## config.mk

```make
export PLATFORM = sky130hd
export DESIGN_NAME = phase_angle_gate_sequencer
export DESIGN_NICKNAME = d
export VERILOG_FILES = /design/src/hdl/pags_pkg.sv /design/src/hdl/pags_cfg.sv /design/src/hdl/pags_core.sv /design/src/hdl/pags_out_buf.sv /design/src/hdl/phase_angle_gate_sequencer.sv
export VERILOG_INCLUDE_DIRS = /design/src /design/src/hdl
export SDC_FILE = /design/constraint.sdc
export NUM_CORES = 1
export LEC_CHECK = 0
export BUFFER_PORTS_ARGS = -buffer_cell sky130_fd_sc_hd__buf_2
export CAP_MARGIN = 15
export CORE_UTILIZATION = 53
export CTS_CLUSTER_SIZE = 14
export DETAILED_ROUTE_END_ITERATION = 10
export PLACE_DENSITY_LB_ADDON = 0.12
export SLEW_MARGIN = 40
export SYNTH_ARGS = -nofsm -noshare
export SYNTH_HDL_FRONTEND = slang
export SYNTH_SLANG_ARGS = --single-unit
```

## constraint.sdc

```tcl
create_clock -name aclk -period 4.72 [get_ports aclk]
set_input_delay 1.18 -clock aclk [delete_from_list [all_inputs] [get_ports aclk]]
set_output_delay 1.18 -clock aclk [all_outputs]
set_load 0.01 [all_outputs]
```

## src/hdl/phase_angle_gate_sequencer_assert.svh

```systemverilog
// Assertion macros shared by the gate sequencer modules.
`ifndef PHASE_ANGLE_GATE_SEQUENCER_ASSERT_SVH
`define PHASE_ANGLE_GATE_SEQUENCER_ASSERT_SVH

`ifndef SYNTHESIS
`define PAGS_ASSERT_SAME(lbl, ante, cons) \
    lbl: assert property (@(posedge aclk) disable iff (!aresetn) (ante) |-> (cons)) \
        else $error("assertion failed: same-cycle implication");
`define PAGS_ASSERT_NEXT(lbl, ante, cons) \
    lbl: assert property (@(posedge aclk) disable iff (!aresetn) (ante) |=> (cons)) \
        else $error("assertion failed: next-cycle implication");
`else
`define PAGS_ASSERT_SAME(lbl, ante, cons)
`define PAGS_ASSERT_NEXT(lbl, ante, cons)
`endif

`endif

```

## src/hdl/pags_pkg.sv

```systemverilog
// Types, codes and reset constants of the phase-angle gate sequencer.
package pags_pkg;

    localparam int CNT_BITS_DEFAULT = 16;
    localparam int DUTY_BITS        = 10;
    localparam int RELOAD_BITS      = 16;
    localparam int STEP_BITS        = 6;
    localparam int PROD_BITS        = DUTY_BITS + STEP_BITS;
    localparam int ACT_BITS         = 2;
    localparam int SEQ_BITS         = 3;
    localparam int APB_ADDR_BITS    = 4;
    localparam int APB_DATA_BITS    = 32;

    // Item kinds
    localparam logic [ACT_BITS-1:0] ACT_TICK = 2'd0;
    localparam logic [ACT_BITS-1:0] ACT_ZC   = 2'd1;
    localparam logic [ACT_BITS-1:0] ACT_DUTY = 2'd2;

    // Firing sequence steps, one per counter wrap
    localparam logic [SEQ_BITS-1:0] SEQ_IDLE   = 3'd0;
    localparam logic [SEQ_BITS-1:0] SEQ_ARMED  = 3'd1;
    localparam logic [SEQ_BITS-1:0] SEQ_PULSE1 = 3'd2;
    localparam logic [SEQ_BITS-1:0] SEQ_GAP    = 3'd3;
    localparam logic [SEQ_BITS-1:0] SEQ_PULSE2 = 3'd4;

    // Register indexes
    localparam logic [1:0] REG_PULSE_RELOAD  = 2'd0;
    localparam logic [1:0] REG_SECOND_RELOAD = 2'd1;
    localparam logic [1:0] REG_OFF_THRESHOLD = 2'd2;
    localparam logic [1:0] REG_DUTY_STEP     = 2'd3;

    localparam logic [RELOAD_BITS-1:0] PULSE_RELOAD_RST  = 16'd65422;
    localparam logic [RELOAD_BITS-1:0] SECOND_RELOAD_RST = 16'd62717;
    localparam logic [DUTY_BITS-1:0]   OFF_THRESHOLD_RST = 10'd975;
    localparam logic [STEP_BITS-1:0]   DUTY_STEP_RST     = 6'd2;

    typedef struct packed {
        logic [RELOAD_BITS-1:0] pulse_reload;
        logic [RELOAD_BITS-1:0] second_half_reload;
        logic [DUTY_BITS-1:0]   off_threshold;
        logic [STEP_BITS-1:0]   duty_step;
    } cfg_t;

    typedef struct packed {
        logic gate_out;
        logic phase_out;
        logic sample_request;
    } res_t;

endpackage

```

## src/hdl/pags_cfg.sv

```systemverilog
// APB register file holding the sequencer configuration.
module pags_cfg import pags_pkg::*; (
    input  logic                     aclk,
    input  logic                     aresetn,
    input  logic                     psel,
    input  logic                     penable,
    input  logic                     pwrite,
    input  logic [APB_ADDR_BITS-1:0] paddr,
    input  logic [APB_DATA_BITS-1:0] pwdata,
    output logic [APB_DATA_BITS-1:0] prdata,
    output logic                     pready,
    output cfg_t                     cfg
);

    cfg_t       cfg_reg;
    logic [1:0] reg_idx;
    logic       wr_en;

    assign reg_idx = paddr[3:2];
    assign wr_en   = psel && penable && pwrite;
    assign pready  = 1'b1;
    assign cfg     = cfg_reg;

    always_ff @(posedge aclk) begin
        if (!aresetn) begin
            cfg_reg.pulse_reload       <= PULSE_RELOAD_RST;
            cfg_reg.second_half_reload <= SECOND_RELOAD_RST;
            cfg_reg.off_threshold      <= OFF_THRESHOLD_RST;
            cfg_reg.duty_step          <= DUTY_STEP_RST;
        end else if (wr_en) begin
            unique case (reg_idx)
                REG_PULSE_RELOAD:  cfg_reg.pulse_reload       <= pwdata[RELOAD_BITS-1:0];
                REG_SECOND_RELOAD: cfg_reg.second_half_reload <= pwdata[RELOAD_BITS-1:0];
                REG_OFF_THRESHOLD: cfg_reg.off_threshold      <= pwdata[DUTY_BITS-1:0];
                REG_DUTY_STEP:     cfg_reg.duty_step          <= pwdata[STEP_BITS-1:0];
                default: ;
            endcase
        end
    end

    always_comb begin
        unique case (reg_idx)
            REG_PULSE_RELOAD:  prdata = APB_DATA_BITS'(cfg_reg.pulse_reload);
            REG_SECOND_RELOAD: prdata = APB_DATA_BITS'(cfg_reg.second_half_reload);
            REG_OFF_THRESHOLD: prdata = APB_DATA_BITS'(cfg_reg.off_threshold);
            REG_DUTY_STEP:     prdata = APB_DATA_BITS'(cfg_reg.duty_step);
            default:           prdata = '0;
        endcase
    end

endmodule

```

## src/hdl/pags_core.sv

```systemverilog
// Counter, firing sequence and duty-to-delay state, updated once per accepted item.
`include "phase_angle_gate_sequencer_assert.svh"
module pags_core import pags_pkg::*; #(
    parameter int COUNTER_BITS = CNT_BITS_DEFAULT
) (
    input  logic                 aclk,
    input  logic                 aresetn,
    input  logic                 accept,
    input  logic [ACT_BITS-1:0]  in_action,
    input  logic                 in_level,
    input  logic [DUTY_BITS-1:0] in_duty,
    input  cfg_t                 cfg,
    output res_t                 result
);

    localparam int EXT_BITS = (COUNTER_BITS > PROD_BITS) ? COUNTER_BITS : PROD_BITS;

    logic [COUNTER_BITS-1:0] cnt_reg,   cnt_next;
    logic [COUNTER_BITS-1:0] delay_reg, delay_next;
    logic [SEQ_BITS-1:0]     step_reg,  step_next;
    logic [DUTY_BITS-1:0]    duty_reg,  duty_next;
    logic                    gate_reg,  gate_next;
    logic                    phase_reg, phase_next;
    logic                    req;
    logic [COUNTER_BITS-1:0] cnt_inc;
    logic                    fire_en;
    logic [PROD_BITS-1:0]    prod;
    logic [EXT_BITS-1:0]     prod_ext;

    assign cnt_inc  = cnt_reg + COUNTER_BITS'(1);
    assign fire_en  = duty_reg < cfg.off_threshold;
    assign prod     = PROD_BITS'(in_duty) * PROD_BITS'(cfg.duty_step);
    assign prod_ext = EXT_BITS'(prod);

    always_comb begin
        cnt_next   = cnt_reg;
        delay_next = delay_reg;
        step_next  = step_reg;
        duty_next  = duty_reg;
        gate_next  = gate_reg;
        phase_next = phase_reg;
        req        = 1'b0;
        unique case (in_action)
            ACT_TICK: begin
                cnt_next = cnt_inc;
                if (cnt_inc == '0) begin
                    if (!fire_en) begin
                        gate_next = 1'b1;
                    end else begin
                        unique case (step_reg)
                            SEQ_ARMED: begin
                                cnt_next  = COUNTER_BITS'(cfg.pulse_reload);
                                gate_next = 1'b0;
                                step_next = SEQ_PULSE1;
                            end
                            SEQ_PULSE1: begin
                                cnt_next  = COUNTER_BITS'(cfg.second_half_reload);
                                gate_next = 1'b1;
                                step_next = SEQ_GAP;
                            end
                            SEQ_GAP: begin
                                cnt_next  = COUNTER_BITS'(cfg.pulse_reload);
                                gate_next = 1'b0;
                                step_next = SEQ_PULSE2;
                            end
                            SEQ_PULSE2: begin
                                cnt_next  = '0;
                                gate_next = 1'b1;
                                step_next = SEQ_IDLE;
                            end
                            default: ;
                        endcase
                    end
                end
            end
            ACT_ZC: begin
                // rising edge arms the sequence from the duty delay
                if (in_level) begin
                    cnt_next  = delay_reg;
                    gate_next = 1'b1;
                    step_next = SEQ_ARMED;
                end
                phase_next = in_level;
                req        = 1'b1;
            end
            ACT_DUTY: begin
                duty_next  = in_duty;
                // all-ones minus the product, modulo the counter width
                delay_next = ~prod_ext[COUNTER_BITS-1:0];
            end
            default: ;
        endcase
    end

    always_ff @(posedge aclk) begin
        if (!aresetn) begin
            cnt_reg   <= '0;
            delay_reg <= '0;
            step_reg  <= SEQ_IDLE;
            duty_reg  <= '0;
            gate_reg  <= 1'b1;
            phase_reg <= 1'b0;
        end else if (accept) begin
            cnt_reg   <= cnt_next;
            delay_reg <= delay_next;
            step_reg  <= step_next;
            duty_reg  <= duty_next;
            gate_reg  <= gate_next;
            phase_reg <= phase_next;
        end
    end

    assign result.gate_out       = gate_next;
    assign result.phase_out      = phase_next;
    assign result.sample_request = req;

    `PAGS_ASSERT_SAME(a_step_range, 1'b1, step_reg <= SEQ_PULSE2)
    `PAGS_ASSERT_SAME(a_idle_gate_high, step_reg == SEQ_IDLE, gate_reg)
    `PAGS_ASSERT_NEXT(a_zc_arms, accept && in_action == ACT_ZC && in_level, cnt_reg == $past(delay_reg) && step_reg == SEQ_ARMED && gate_reg)

endmodule

```

## src/hdl/pags_out_buf.sv

```systemverilog
// Two-entry result buffer: output register plus skid stage.
`include "phase_angle_gate_sequencer_assert.svh"
module pags_out_buf import pags_pkg::*; (
    input  logic aclk,
    input  logic aresetn,
    input  logic in_valid,
    output logic in_ready,
    input  res_t in_data,
    output logic m_valid,
    input  logic m_ready,
    output res_t m_data
);

    res_t main_reg, skid_reg;
    logic main_valid_reg, skid_valid_reg;
    logic push, pop;

    assign in_ready = !skid_valid_reg;
    assign push     = in_valid && in_ready;
    assign pop      = main_valid_reg && m_ready;
    assign m_valid  = main_valid_reg;
    assign m_data   = main_reg;

    always_ff @(posedge aclk) begin
        if (!aresetn) begin
            main_valid_reg <= 1'b0;
            skid_valid_reg <= 1'b0;
        end else begin
            priority if (skid_valid_reg && pop) begin
                main_valid_reg <= 1'b1;
                skid_valid_reg <= 1'b0;
            end else if (push && (!main_valid_reg || pop)) begin
                main_valid_reg <= 1'b1;
            end else if (push) begin
                skid_valid_reg <= 1'b1;
            end else if (pop) begin
                main_valid_reg <= 1'b0;
            end
        end
    end

    always_ff @(posedge aclk) begin
        priority if (skid_valid_reg && pop) begin
            main_reg <= skid_reg;
        end else if (push && (!main_valid_reg || pop)) begin
            main_reg <= in_data;
        end else if (push) begin
            skid_reg <= in_data;
        end
    end

    `PAGS_ASSERT_SAME(a_skid_behind_main, skid_valid_reg, main_valid_reg)
    `PAGS_ASSERT_SAME(a_stall_has_result, !in_ready, m_valid)
    `PAGS_ASSERT_NEXT(a_push_on_stall_skids, push && main_valid_reg && !m_ready, skid_valid_reg)

endmodule

```

## src/hdl/phase_angle_gate_sequencer.sv

```systemverilog
// Phase-angle gate sequencer top level: APB registers, sequencer core and result buffer.
// Takes one item (timer tick, zero-cross level change or duty write) in every clock cycle
// while s_ready is high and returns one registered result item per input. All state is
// updated by a single pass of logic at the input handshake; results go to a two-entry
// output buffer, so s_ready drops only when both entries are full, and a stalled
// consumer costs no throughput until then. The tick counter is COUNTER_BITS wide; the
// delay after a rising zero-cross is (duty * duty_step mod 2^COUNTER_BITS) + 1 ticks.
// Write configuration only while no items are in flight.
module phase_angle_gate_sequencer import pags_pkg::*; #(
    parameter int COUNTER_BITS = CNT_BITS_DEFAULT
) (
    input  logic                     aclk,
    input  logic                     aresetn,
    input  logic                     s_valid,
    output logic                     s_ready,
    input  logic [ACT_BITS-1:0]      s_action,
    input  logic                     s_zero_cross_level,
    input  logic [DUTY_BITS-1:0]     s_duty_value,
    output logic                     m_valid,
    input  logic                     m_ready,
    output logic                     m_gate_out,
    output logic                     m_phase_out,
    output logic                     m_sample_request,
    input  logic                     psel,
    input  logic                     penable,
    input  logic                     pwrite,
    input  logic [APB_ADDR_BITS-1:0] paddr,
    input  logic [APB_DATA_BITS-1:0] pwdata,
    output logic [APB_DATA_BITS-1:0] prdata,
    output logic                     pready
);

    cfg_t cfg;
    res_t core_res;
    res_t out_res;
    logic accept;

    assign accept = s_valid && s_ready;

    pags_cfg u_cfg (
        .aclk    (aclk),
        .aresetn (aresetn),
        .psel    (psel),
        .penable (penable),
        .pwrite  (pwrite),
        .paddr   (paddr),
        .pwdata  (pwdata),
        .prdata  (prdata),
        .pready  (pready),
        .cfg     (cfg)
    );

    pags_core #(
        .COUNTER_BITS (COUNTER_BITS)
    ) u_core (
        .aclk      (aclk),
        .aresetn   (aresetn),
        .accept    (accept),
        .in_action (s_action),
        .in_level  (s_zero_cross_level),
        .in_duty   (s_duty_value),
        .cfg       (cfg),
        .result    (core_res)
    );

    pags_out_buf u_out_buf (
        .aclk     (aclk),
        .aresetn  (aresetn),
        .in_valid (s_valid),
        .in_ready (s_ready),
        .in_data  (core_res),
        .m_valid  (m_valid),
        .m_ready  (m_ready),
        .m_data   (out_res)
    );

    assign m_gate_out       = out_res.gate_out;
    assign m_phase_out      = out_res.phase_out;
    assign m_sample_request = out_res.sample_request;

endmodule
```

* Yosys cells after proc, flatten, opt, wreduce, memory -nomap -nowiden
Cells that the tools add are included.
** Cells by class
- Add/sub/neg operators :: 1
- $mul :: 1
- $lt $le $gt $ge :: 1
- Eq/ne operators :: 14
- Mux-type cells :: 24
- Bitwise gates (word level) :: 4
- Reduce and logical (&&, ||, !) cells :: 28
** Operator list (number)
- 32-bit case mux with 4 select lines :: 1
- 16-bit two-way mux :: 3
- 16-bit case mux with 3 select lines :: 1
- 16-bit case mux with 2 select lines :: 1
- 16-bit by 1-bit adder with 16-bit output (second input constant) :: 1
- 16-bit logical NOT :: 1
- 10-bit by 6-bit multiplier with 16-bit output :: 1
- 16-bit NOT :: 1
- 3-bit two-way mux :: 5
- 2-bit AND reduction :: 7
- 3-bit case mux with 4 select lines :: 1
- 10-bit less-than comparator :: 1
- 1-bit two-way mux :: 9
- 2-bit == test (second input constant) :: 3
- 3-bit by 2-bit == test with 1-bit output (second input constant) :: 2
- 1-bit logical AND :: 6
- 3-bit case mux with 2 select lines :: 1
- 3-bit AND reduction :: 2
- 6-bit AND reduction :: 1
- 2-bit OR reduction :: 3
- 5-bit by 1-bit != test with 1-bit output (second input constant) :: 1
- 2-bit by 1-bit == test with 1-bit output (second input constant) :: 2
- 2-bit logical NOT :: 2
- 2-bit by 1-bit != test with 1-bit output (second input constant) :: 2
- other kinds (10) :: 15
** Storage, ports and cells
- Flip-flop bits (word level) :: 103
- Input bits :: 56
- Output and inout bits :: 38
- Logic and storage cells :: 91

* Longest topological paths before layout
Gate-level depths: netlist of the first run.
- Depth after elaboration :: 8
- Mapped depth :: 16

* Hierarchy
Synthesis of the first run repeated with hierarchy kept, for this count alone.
** Second synthesis, totals
- Cells, all modules :: 896
- Area, all modules :: 7739.9 um^2
** By module, submodules not included
- pags_core :: instances 1, cells each 616, area an instance 4936.0 um^2, seq. area each 940.9 um^2
- pags_cfg :: instances 1, cells each 254, area an instance 2472.4 um^2, seq. area each 960.9 um^2
- pags_out_buf :: instances 1, cells each 25, area an instance 325.3 um^2, seq. area each 220.2 um^2
- phase_angle_gate_sequencer :: instances 1, cells each 1, area an instance 6.3 um^2, seq. area each 0.0 um^2

* Worst setup path after synthesis of the first run
No wires, ideal clock.
- Path type :: input to register
- Start point :: in s_duty_value[3]
- End point :: reg u_core.delay_reg[15]
- Library setup time :: 79 ps
- Arrival time :: 4651 ps
- Slack :: -10 ps
- Stages on the path :: 14
- Path buffers :: 0
- Cells stage by stage :: and2_1 > fa_1 > inv_1 > fa_1 > fa_1 > inv_1 > ha_1 > nor2b_1 > o21ai_0 > a21boi_0 > o21a_1 > a221o_1 > a311o_1 > o211ai_1
** On the way
- Cells in the longest elaborated chain, start to end :: 2
** RTL lines
- start: declaration :: line phase_angle_gate_sequencer.sv:18 : input logic [DUTY_BITS-1:0] s_duty_value,
- 10-bit by 6-bit multiplier with 16-bit output :: line pags_core.sv:32 : assign prod = PROD_BITS'(in_duty) * PROD_BITS'(cfg.duty_step);
- 16-bit NOT :: line pags_core.sv:89 : delay_next = ~prod_ext[COUNTER_BITS-1:0];
- end signal: assignment :: line pags_core.sv:105 : delay_reg <= delay_next;
- end: declaration :: line pags_core.sv:19 : logic [COUNTER_BITS-1:0] delay_reg, delay_next;
Every way passes these cells.
A chain may end at the register's enable or synchronous reset.

* Worst setup path after layout of the first run
Same ends and word-level chain as after synthesis.

==> flow_metrics.env, run 1 <==
export IMPL_critPathMaxFanout=3
export IMPL_drtPass1Iterations=5
export IMPL_grt_pass1_vias=6014
export IMPL_syn_inst=870
export IMPL_yosysSeqAreaShare=0.294
export IMPL_syn_cell_area_um2=7220
export IMPL_arrival_ns=4.82
export IMPL_synth_area_leader_cell="dfxtp_1"
export IMPL_clkLatencyLatePin_ns=0.36
export IMPL_port_buffers=58
export IMPL_antenna_found_initial=0
export IMPL_dp_hpwl_mm=13.5
export IMPL_rsz0062_at_grt="no"
export IMPL_grt_pass1_wl_mm=30.1
export IMPL_nets=1037
export IMPL_grt_max_degree=63
export IMPL_ctsHoldBuffers=0
export IMPL_ys_async_sr_fraction=0
export IMPL_period_minus_slack_ns=4.54
export IMPL_synth_seq_cells=103
export IMPL_holdWs_ns=0.462
export IMPL_final_common_cell="nand2_1"
export IMPL_setup_violations_final=0
export IMPL_ctsHtreeMaxLevel=3
export IMPL_critical_path_class="in -> reg"
export IMPL_globalRouteOverflowTotal=0
export IMPL_worst_pin_slew_ns=0.779
export IMPL_cts_tree="done"
export IMPL_antennaDiodeCount=0
export IMPL_clock_sinks=103
export IMPL_drive_above_1_share=0.139
export IMPL_slew_violations=0
export IMPL_postCtsSetupRepairBufs=0
export IMPL_start_util=0.546
export IMPL_hp_class="reg -> reg"
export IMPL_required_ns=5.01
export IMPL_fmax_mhz=220
export IMPL_core_area_um2=13200
export IMPL_routedWlPerCell_um=16.6
export IMPL_worst_ir_drop_vdd_uv=185
export IMPL_postCtsResizedCells=0
export IMPL_place_congestion=0.892
export IMPL_syn_avg_cell_area_um2=8.30
export IMPL_drt_iter0_drc=499
export IMPL_die_w_um=119
export IMPL_layout_common_cells="nand2_1 (139), dfxtp_1 (97), inv_1 (73)"
export IMPL_cts_root_buffer="clkbuf_16"
export IMPL_top_level_ports=94
export IMPL_cts_buffer_depth=2
export IMPL_tns_ns=0
export IMPL_yosys_most_used_dff="dfxtp_1"
export IMPL_fin_worst_skew_ns=0.00689
export IMPL_largest_reg_flops=48
export IMPL_die_area_um2=14100
export IMPL_startpoint_type="input port"
export IMPL_final_hold_viol_count=0
export IMPL_routed_wl_mm=18.2
export IMPL_synthTopCellsByArea="dfxtp_1 (27%), fa_1 (9.1%), nand2_1 (7.3%)"
export IMPL_ys_warnings_count=0
export IMPL_power_leakage_nw=3.62
export IMPL_grt_usage=0.268
export IMPL_vias=6188
export IMPL_ys_types=70
export IMPL_cts_buffers=9
export IMPL_slew_headroom=0.479
export IMPL_die_height_um=119
export IMPL_setup_worst_path_end_class="flop"
export IMPL_synth_edff_count=6
export IMPL_status="finished clean"
export IMPL_vias_per_cell=5.66
export IMPL_area_growth_syn_to_layout_pct=10.6
export IMPL_ant_nets=0
export IMPL_p_per_area_nw_per_um2=261
export IMPL_cap_violations=0
export IMPL_num_rows=42
export IMPL_clk_pin_slew_ns=0.07
export IMPL_yosysTopAreaCellShare=0.269
export IMPL_drc=0
export IMPL_timing_final_crit_share=0.961
[cell usage after synthesis (19+ instances only)]
cell type,count
o21ai_0,27
buf_4,19
clkbuf_1,43
a21oi_1,50
and2_1,51
nand3_1,40
inv_1,73
ha_1,35
nand2_1,140
nor2_1,41
fa_1,33
dfxtp_1,97
mux2i_1,21
[worst max-delay path, cell delays in order]
cell,delay (ns)
buf_2,0.10
and2_1,0.16
fa_1,0.53
inv_1,0.05
fa_1,0.46
fa_1,0.54
inv_1,0.04
ha_1,0.29
nor2b_1,0.13
o21ai_0,0.20
a21boi_1,0.13
o21a_1,0.21
a221o_1,0.35
a311o_1,0.37
o211ai_1,0.08
[metal layers]
| metal | GRT usage | vias up | wire [um] |
|---|---|---|---|
| met3 | 0.0526 | 29 | 964 |
| met5 | 0 | - | 0 |
| met4 | 0.0799 | 0 | 388 |
| met1 | 0.346 | 2950 | 7990 |
| li1 | - | 3017 | - |
| met2 | 0.452 | 192 | 8860 |
[power by group]
group,switching [mW],internal (mW)
clock network,0.345,0.500
registers,0.0307,0.908
logic,0.176,0.123
total,0.551,1.53
[worst paths after layout]
path                 startpoint                    to  slack [ns]  depth (start not counted)
max             s_duty_value[3]  u_core.delay_reg[15]        0.18                         15
min reg2reg  u_core.duty_reg[3]    u_core.duty_reg[3]        0.46                          2
max reg2reg        u_cfg.cfg[5]  u_core.delay_reg[15]        0.52                         13
min          u_core.duty_reg[3]    u_core.duty_reg[3]        0.46                          2
[per-stage QoR]
stage | setup WS (ns) | instance area (um^2) | power (mW) | utilization | std cells
after detailed placement | -0.193 | 7650 | 1.25 | 0.577 | 1078
after global placement | -0.180 | 7650 | 1.24 | 0.577 | 1078
after floorplan | 0.0192 | 7280 | 1.16 | - | 885
final | 0.182 | 7990 | 2.08 | 0.603 | 1094
after CTS | 0.177 | 7990 | 2.09 | 0.603 | 1094
after global routing | 0.0501 | 7990 | 2.17 | 0.603 | 1094
[cells by family (layout without fill, tap and decap cells)]
kind of cell | count (synthesis) | count (layout) | share of synthesized area
multiplexers | 28 | 28 | 0.0494
other | 2 | 17 | 0.00104
AND/OR/NAND/NOR | 331 | 331 | 0.226
buffers and inverters | 147 | 180 | 0.0916
AO/OA/AOI/OAI | 166 | 166 | 0.156
XOR/XNOR | 25 | 25 | 0.0303
flip-flops | 103 | 103 | 0.294
adder cells (fa/ha/maj) | 68 | 68 | 0.152
[final cells by class]
| class | instances | area (um^2) |
|---|---|---|
| Inverter | 74 | 278 |
| Timing Repair Buffer | 90 | 531 |
| Multi-Input combinational cell | 635 | 4500 |
| Clock buffer | 11 | 253 |
| Sequential cell | 103 | 2120 |
| Fill cell | 1208 | 5250 |
| Tap cell | 176 | 220 |
| Clock inverter | 5 | 86.3 |
Note: power is estimated with default switching activity, not from simulation.
==> run 2, diff against run 1 <==
--- a/config.mk
+++ b/config.mk
@@ -8,6 +8,7 @@
 export LEC_CHECK = 0
 export BUFFER_PORTS_ARGS = -buffer_cell sky130_fd_sc_hd__buf_2
 export CAP_MARGIN = 15
+export CORE_ASPECT_RATIO = 1.2
 export CORE_UTILIZATION = 53
 export CTS_CLUSTER_SIZE = 14
 export DETAILED_ROUTE_END_ITERATION = 10
==> run 2 against run 1 <==
Total power shrank 3.9%. Register-to-register slack gained 0.02 ns. Count of clock-buffer cells in the layout grew 1. Clock skew up 0.0042 ns. Clock power decreased by 9.8%. Critical path type unchanged. Largest power group unchanged.
==> flow_metrics.env, run 2 (same netlist as run 1, synthesis figures left out) <==
export IMPL_cts_tree="done"
export IMPL_critPathMaxFanout=5
export IMPL_power_internal_mw=1.44
export IMPL_slew_headroom=0.472
export IMPL_largest_reg_flops=48
export IMPL_required_ns=5.00
export IMPL_antenna_found_initial=0
export IMPL_hp_class="reg -> reg"
export IMPL_setup_violations_final=0
export IMPL_power_net_switching_mw=0.557
export IMPL_dp_hpwl_mm=13.7
export IMPL_drt_iter0_drc=408
export IMPL_start_util=0.546
export IMPL_wl_met1_mm=7.81
export IMPL_rsz0062_at_grt="no"
export IMPL_final_common_cell="nand2_1"
export IMPL_clock_sinks=103
export IMPL_slew_violations=0
export IMPL_core_area_um2=13200
export IMPL_die_area_um2=14100
export IMPL_setup_worst_path_end_class="flop"
export IMPL_cts_root_buffer="clkbuf_16"
export IMPL_netSwitchingFraction=0.278
export IMPL_tns_ns=0
export IMPL_die_height_um=130
export IMPL_ctsHtreeMaxLevel=3
export IMPL_fmax_mhz=220
export IMPL_num_rows=46
export IMPL_critical_path_class="in -> reg"
export IMPL_die_w_um=109
export IMPL_clkLatencyLatePin_ns=0.36
export IMPL_place_congestion=0.835
export IMPL_routedWlPerCell_um=17.0
export IMPL_top_layer="met4"
export IMPL_cap_violations=0
export IMPL_seq_power_share=0.469
export IMPL_ctsHoldBuffers=0
export IMPL_cts_buffer_depth=2
export IMPL_status="finished clean"
export IMPL_final_hold_viol_count=0
export IMPL_area_growth_syn_to_layout_pct=10.8
export IMPL_grt_pass1_wl_mm=29.6
export IMPL_cts_buffers=9
export IMPL_drtPass1Iterations=7
export IMPL_top_level_ports=94
export IMPL_ant_nets=0
export IMPL_startpoint_type="input port"
export IMPL_port_buffers=58
export IMPL_nets=1044
export IMPL_fin_worst_skew_ns=0.0110
export IMPL_power_leakage_nw=3.65
export IMPL_grt_max_degree=63
export IMPL_worst_pin_slew_ns=0.792
export IMPL_grt_usage=0.273
export IMPL_pwr_share_comb=0.151
export IMPL_arrival_ns=4.83
export IMPL_layout_common_cells="nand2_1 (139), dfxtp_1 (97), inv_1 (73)"
export IMPL_clkPwrFrac=0.380
export IMPL_timing_final_crit_share=0.964
export IMPL_final_core_util=0.605
export IMPL_p_per_area_nw_per_um2=250
export IMPL_met3WireLength_um=805
export IMPL_antennaDiodeCount=0
export IMPL_routed_wl_mm=18.6
export IMPL_drive_above_1_share=0.145
export IMPL_vias=6252
export IMPL_drc=0
export IMPL_worst_ir_drop_vdd_uv=206
export IMPL_period_minus_slack_ns=4.55
export IMPL_globalRouteOverflowTotal=0
export IMPL_wl_met2_mm=9.29
export IMPL_grt_pass1_vias=6007
export IMPL_vias_per_cell=5.72
export IMPL_clk_pin_slew_ns=0.07
run 2: power groups by stage:
| stage | logic (mW) | registers (mW) | clock network (mW) |
|---|---|---|---|
| floorplan | 0.210 | 0.945 | 0 |
| global placement | 0.292 | 0.956 | 0 |
| detailed placement | 0.300 | 0.957 | 0 |
| CTS | 0.302 | 0.937 | 0.768 |
| global route | 0.336 | 0.942 | 0.804 |
| finish | 0.303 | 0.938 | 0.761 |
run 2: stage by stage:
stage	cell area, um^2	setup slack, ns	hold slack [ns]	total power [mW]	instances
6_report	8010	0.171	0.457	2.00	1093
5_1_grt	8010	0.0221	0.472	2.08	1093
4_1_cts	8000	0.124	0.458	2.01	1093
3_5_place_dp	7700	-0.227	0.449	1.26	1077
3_3_place_gp	7700	-0.205	0.441	1.25	1077
2_1_floorplan	7280	0.0192	0.433	1.16	885
run 2: layout make-up:
type / instances / area [um^2]
Tap cell: 168 / 210
Multi-Input combinational cell: 635 / 4500
Clock buffer: 12 / 268
Sequential cell: 103 / 2120
Clock inverter: 4 / 33.8
Inverter: 74 / 278
Fill cell: 1219 / 5230
Timing Repair Buffer: 97 / 596
run 2: final timing paths:
kind         cells after the start  slack [ns]              endpoint                 from
min reg2reg                      2        0.46   u_core.delay_reg[4]  u_core.delay_reg[4]
min                              2        0.46   u_core.delay_reg[4]  u_core.delay_reg[4]
max                             14        0.17  u_core.delay_reg[15]      s_duty_value[5]
max reg2reg                     13        0.54  u_core.delay_reg[15]         u_cfg.cfg[5]
run 2: what timing repair did:
item	4_1_cts	5_1_grt
resized for setup	0	1
setup endpoints to repair	0	2
buffers inserted	0	0
run 2: worst max-delay path, cell delays in order:
cell and delay, ns:
buf_2 0.13, buf_12 0.12, and2_1 0.15, fa_1 0.48, fa_1 0.55, inv_1 0.06
fa_1 0.53, inv_1 0.04, ha_1 0.19, or3_1 0.37, o21a_1 0.20, a221o_1 0.34
a311o_1 0.38, o211ai_1 0.09
run 2: metal layers:
layer | GRT usage | vias to the layer above
met5 | 0 | -
met4 | 0.141 | 0
met3 | 0.0425 | 35
met2 | 0.465 | 167
met1 | 0.331 | 3016
li1 | - | 3034
==> run 3, diff against run 2 <==
--- a/config.mk
+++ b/config.mk
@@ -13,6 +13,7 @@
 export CTS_CLUSTER_SIZE = 14
 export DETAILED_ROUTE_END_ITERATION = 10
 export PLACE_DENSITY_LB_ADDON = 0.12
+export REMOVE_ABC_BUFFERS = 1
 export SLEW_MARGIN = 40
 export SYNTH_ARGS = -nofsm -noshare
 export SYNTH_HDL_FRONTEND = slang
==> run 3 against run 2 <==
Sequential share of layout area is 0.062 points higher. Clock power is 3.0% lower. Non-clock buffer count is 2 lower. Clock skew is 0.0028 ns higher. Via count is 0.22% lower. Maximum frequency is 0.27% lower. Total power is 1.3% lower. Die area stayed put. Largest power group unchanged. Highest routed layer unchanged. Combinational power hardly changed. Routed wire length is 0.32% lower. Setup slack worse by 0.012 ns. First-iteration DRC count is 20% lower.
==> flow_metrics.env, run 3 (same netlist as run 1, synthesis figures left out) <==
export IMPL_wl_met2_mm=9.43
export IMPL_critical_path_class="in -> reg"
export IMPL_top_layer="met4"
export IMPL_met3WireLength_um=788
export IMPL_drtPass1Iterations=5
export IMPL_setup_worst_path_end_class="flop"
export IMPL_dp_hpwl_mm=13.8
export IMPL_period_minus_slack_ns=4.56
export IMPL_fmax_mhz=219
export IMPL_cap_violations=0
export IMPL_arrival_ns=4.84
export IMPL_slew_headroom=0.423
export IMPL_area_growth_syn_to_layout_pct=10.6
export IMPL_port_buffers=58
export IMPL_slew_violations=0
export IMPL_drt_iter0_drc=326
export IMPL_grt_usage=0.268
export IMPL_final_area_um2=7990
export IMPL_grt_pass1_vias=5858
export IMPL_vias_per_cell=5.72
export IMPL_p_per_area_nw_per_um2=247
export IMPL_nets=1042
export IMPL_routed_wl_mm=18.5
export IMPL_power_leakage_nw=3.62
export IMPL_ctsHtreeMaxLevel=3
export IMPL_placed_cell_area_um2=7680
export IMPL_antenna_found_initial=0
export IMPL_clock_sinks=103
export IMPL_timing_final_crit_share=0.966
export IMPL_placedCellCount=1074
export IMPL_die_height_um=130
export IMPL_cts_root_buffer="clkbuf_16"
export IMPL_die_w_um=109
export IMPL_drc=0
export IMPL_grt_pass1_wl_mm=29.3
export IMPL_drive_above_1_share=0.147
export IMPL_cts_buffers=9
export IMPL_status="finished clean"
export IMPL_clkLatencyLatePin_ns=0.36
export IMPL_cts_tree="done"
export IMPL_antennaDiodeCount=0
export IMPL_ant_nets=0
export IMPL_rsz0062_at_grt="no"
export IMPL_num_rows=46
export IMPL_die_area_um2=14100
export IMPL_largest_reg_flops=48
export IMPL_required_ns=5.00
export IMPL_tns_ns=0
export IMPL_fin_worst_skew_ns=0.0139
export IMPL_wl_met1_mm=7.89
export IMPL_hp_class="reg -> reg"
export IMPL_cts_buffer_depth=2
export IMPL_final_hold_viol_count=0
export IMPL_clk_pin_slew_ns=0.07
export IMPL_worst_pin_slew_ns=0.863
export IMPL_worst_ir_drop_vdd_uv=273
export IMPL_setup_violations_final=0
export IMPL_start_util=0.546
export IMPL_layout_common_cells="nand2_1 (139), dfxtp_1 (97), inv_1 (73)"
export IMPL_place_congestion=0.843
export IMPL_top_level_ports=94
export IMPL_grt_max_degree=62
export IMPL_critPathMaxFanout=3
export IMPL_core_area_um2=13200
export IMPL_final_cells=1091
export IMPL_startpoint_type="input port"
export IMPL_globalRouteOverflowTotal=0
export IMPL_routedWlPerCell_um=17.0
export IMPL_final_common_cell="nand2_1"
export IMPL_vias=6238
==> run 3: final cells by class <==
class                      instances  area (um^2)
fill                            1168         5250
multi-input combinational        635         4510
sequential                       103         2120
timing repair buffer              95          568
inverter                          74          278
clock buffer                       9          225
tap                              168          210
clock inverter                     7         70.1
==> run 3: stage by stage <==
step                power [mW]  setup WS, ns  hold slack (ns)   util
finish                    1.98         0.159            0.453  0.603
global route              2.06        0.0308            0.479  0.603
CTS                       1.99        0.0893            0.459  0.602
detailed placement        1.26        -0.286            0.448  0.580
global placement          1.24        -0.264            0.440  0.579
floorplan                 1.12       -0.0101            0.433      -
==> run 3: timing repair <==
item | 4_1_cts | 5_1_grt
setup endpoints to repair | 0 | 2
setup buffers | 0 | 1
hold buffers | 0 | 0
gates resized for setup | 0 | 2
==> run 3: metal layers <==
layer	vias up	global-route usage
li1	3033	-
met3	24	0.0350
met2	182	0.471
met5	-	0
met4	0	0.0914
met1	2999	0.338
==> run 3: path summary, 6_finish.rpt <==
path / start / endpoint / slack (ns) / depth (start not counted)
max: s_duty_value[3] / u_core.delay_reg[15] / 0.16 / 15
min: u_core.delay_reg[4] / u_core.delay_reg[4] / 0.45 / 2
max reg2reg: u_cfg.cfg[5] / u_core.delay_reg[15] / 0.43 / 13
min reg2reg: u_core.delay_reg[4] / u_core.delay_reg[4] / 0.45 / 2
==> run 3: where the power goes <==
group          leakage, nW  switching [mW]  internal, mW
logic                 2.63           0.177         0.123
registers            0.845          0.0299         0.908
clock network        0.142           0.365         0.373
total                 3.62           0.572          1.40
==> run 3: worst max-delay path: stages <==
cell	delay, ns
buf_2	0.10
and2_1	0.16
fa_1	0.53
inv_1	0.05
fa_1	0.47
fa_1	0.54
inv_1	0.04
ha_1	0.29
nor2b_1	0.13
o21ai_1	0.14
a21boi_0	0.15
o21a_1	0.22
a221o_1	0.37
a311o_1	0.37
o211ai_1	0.09
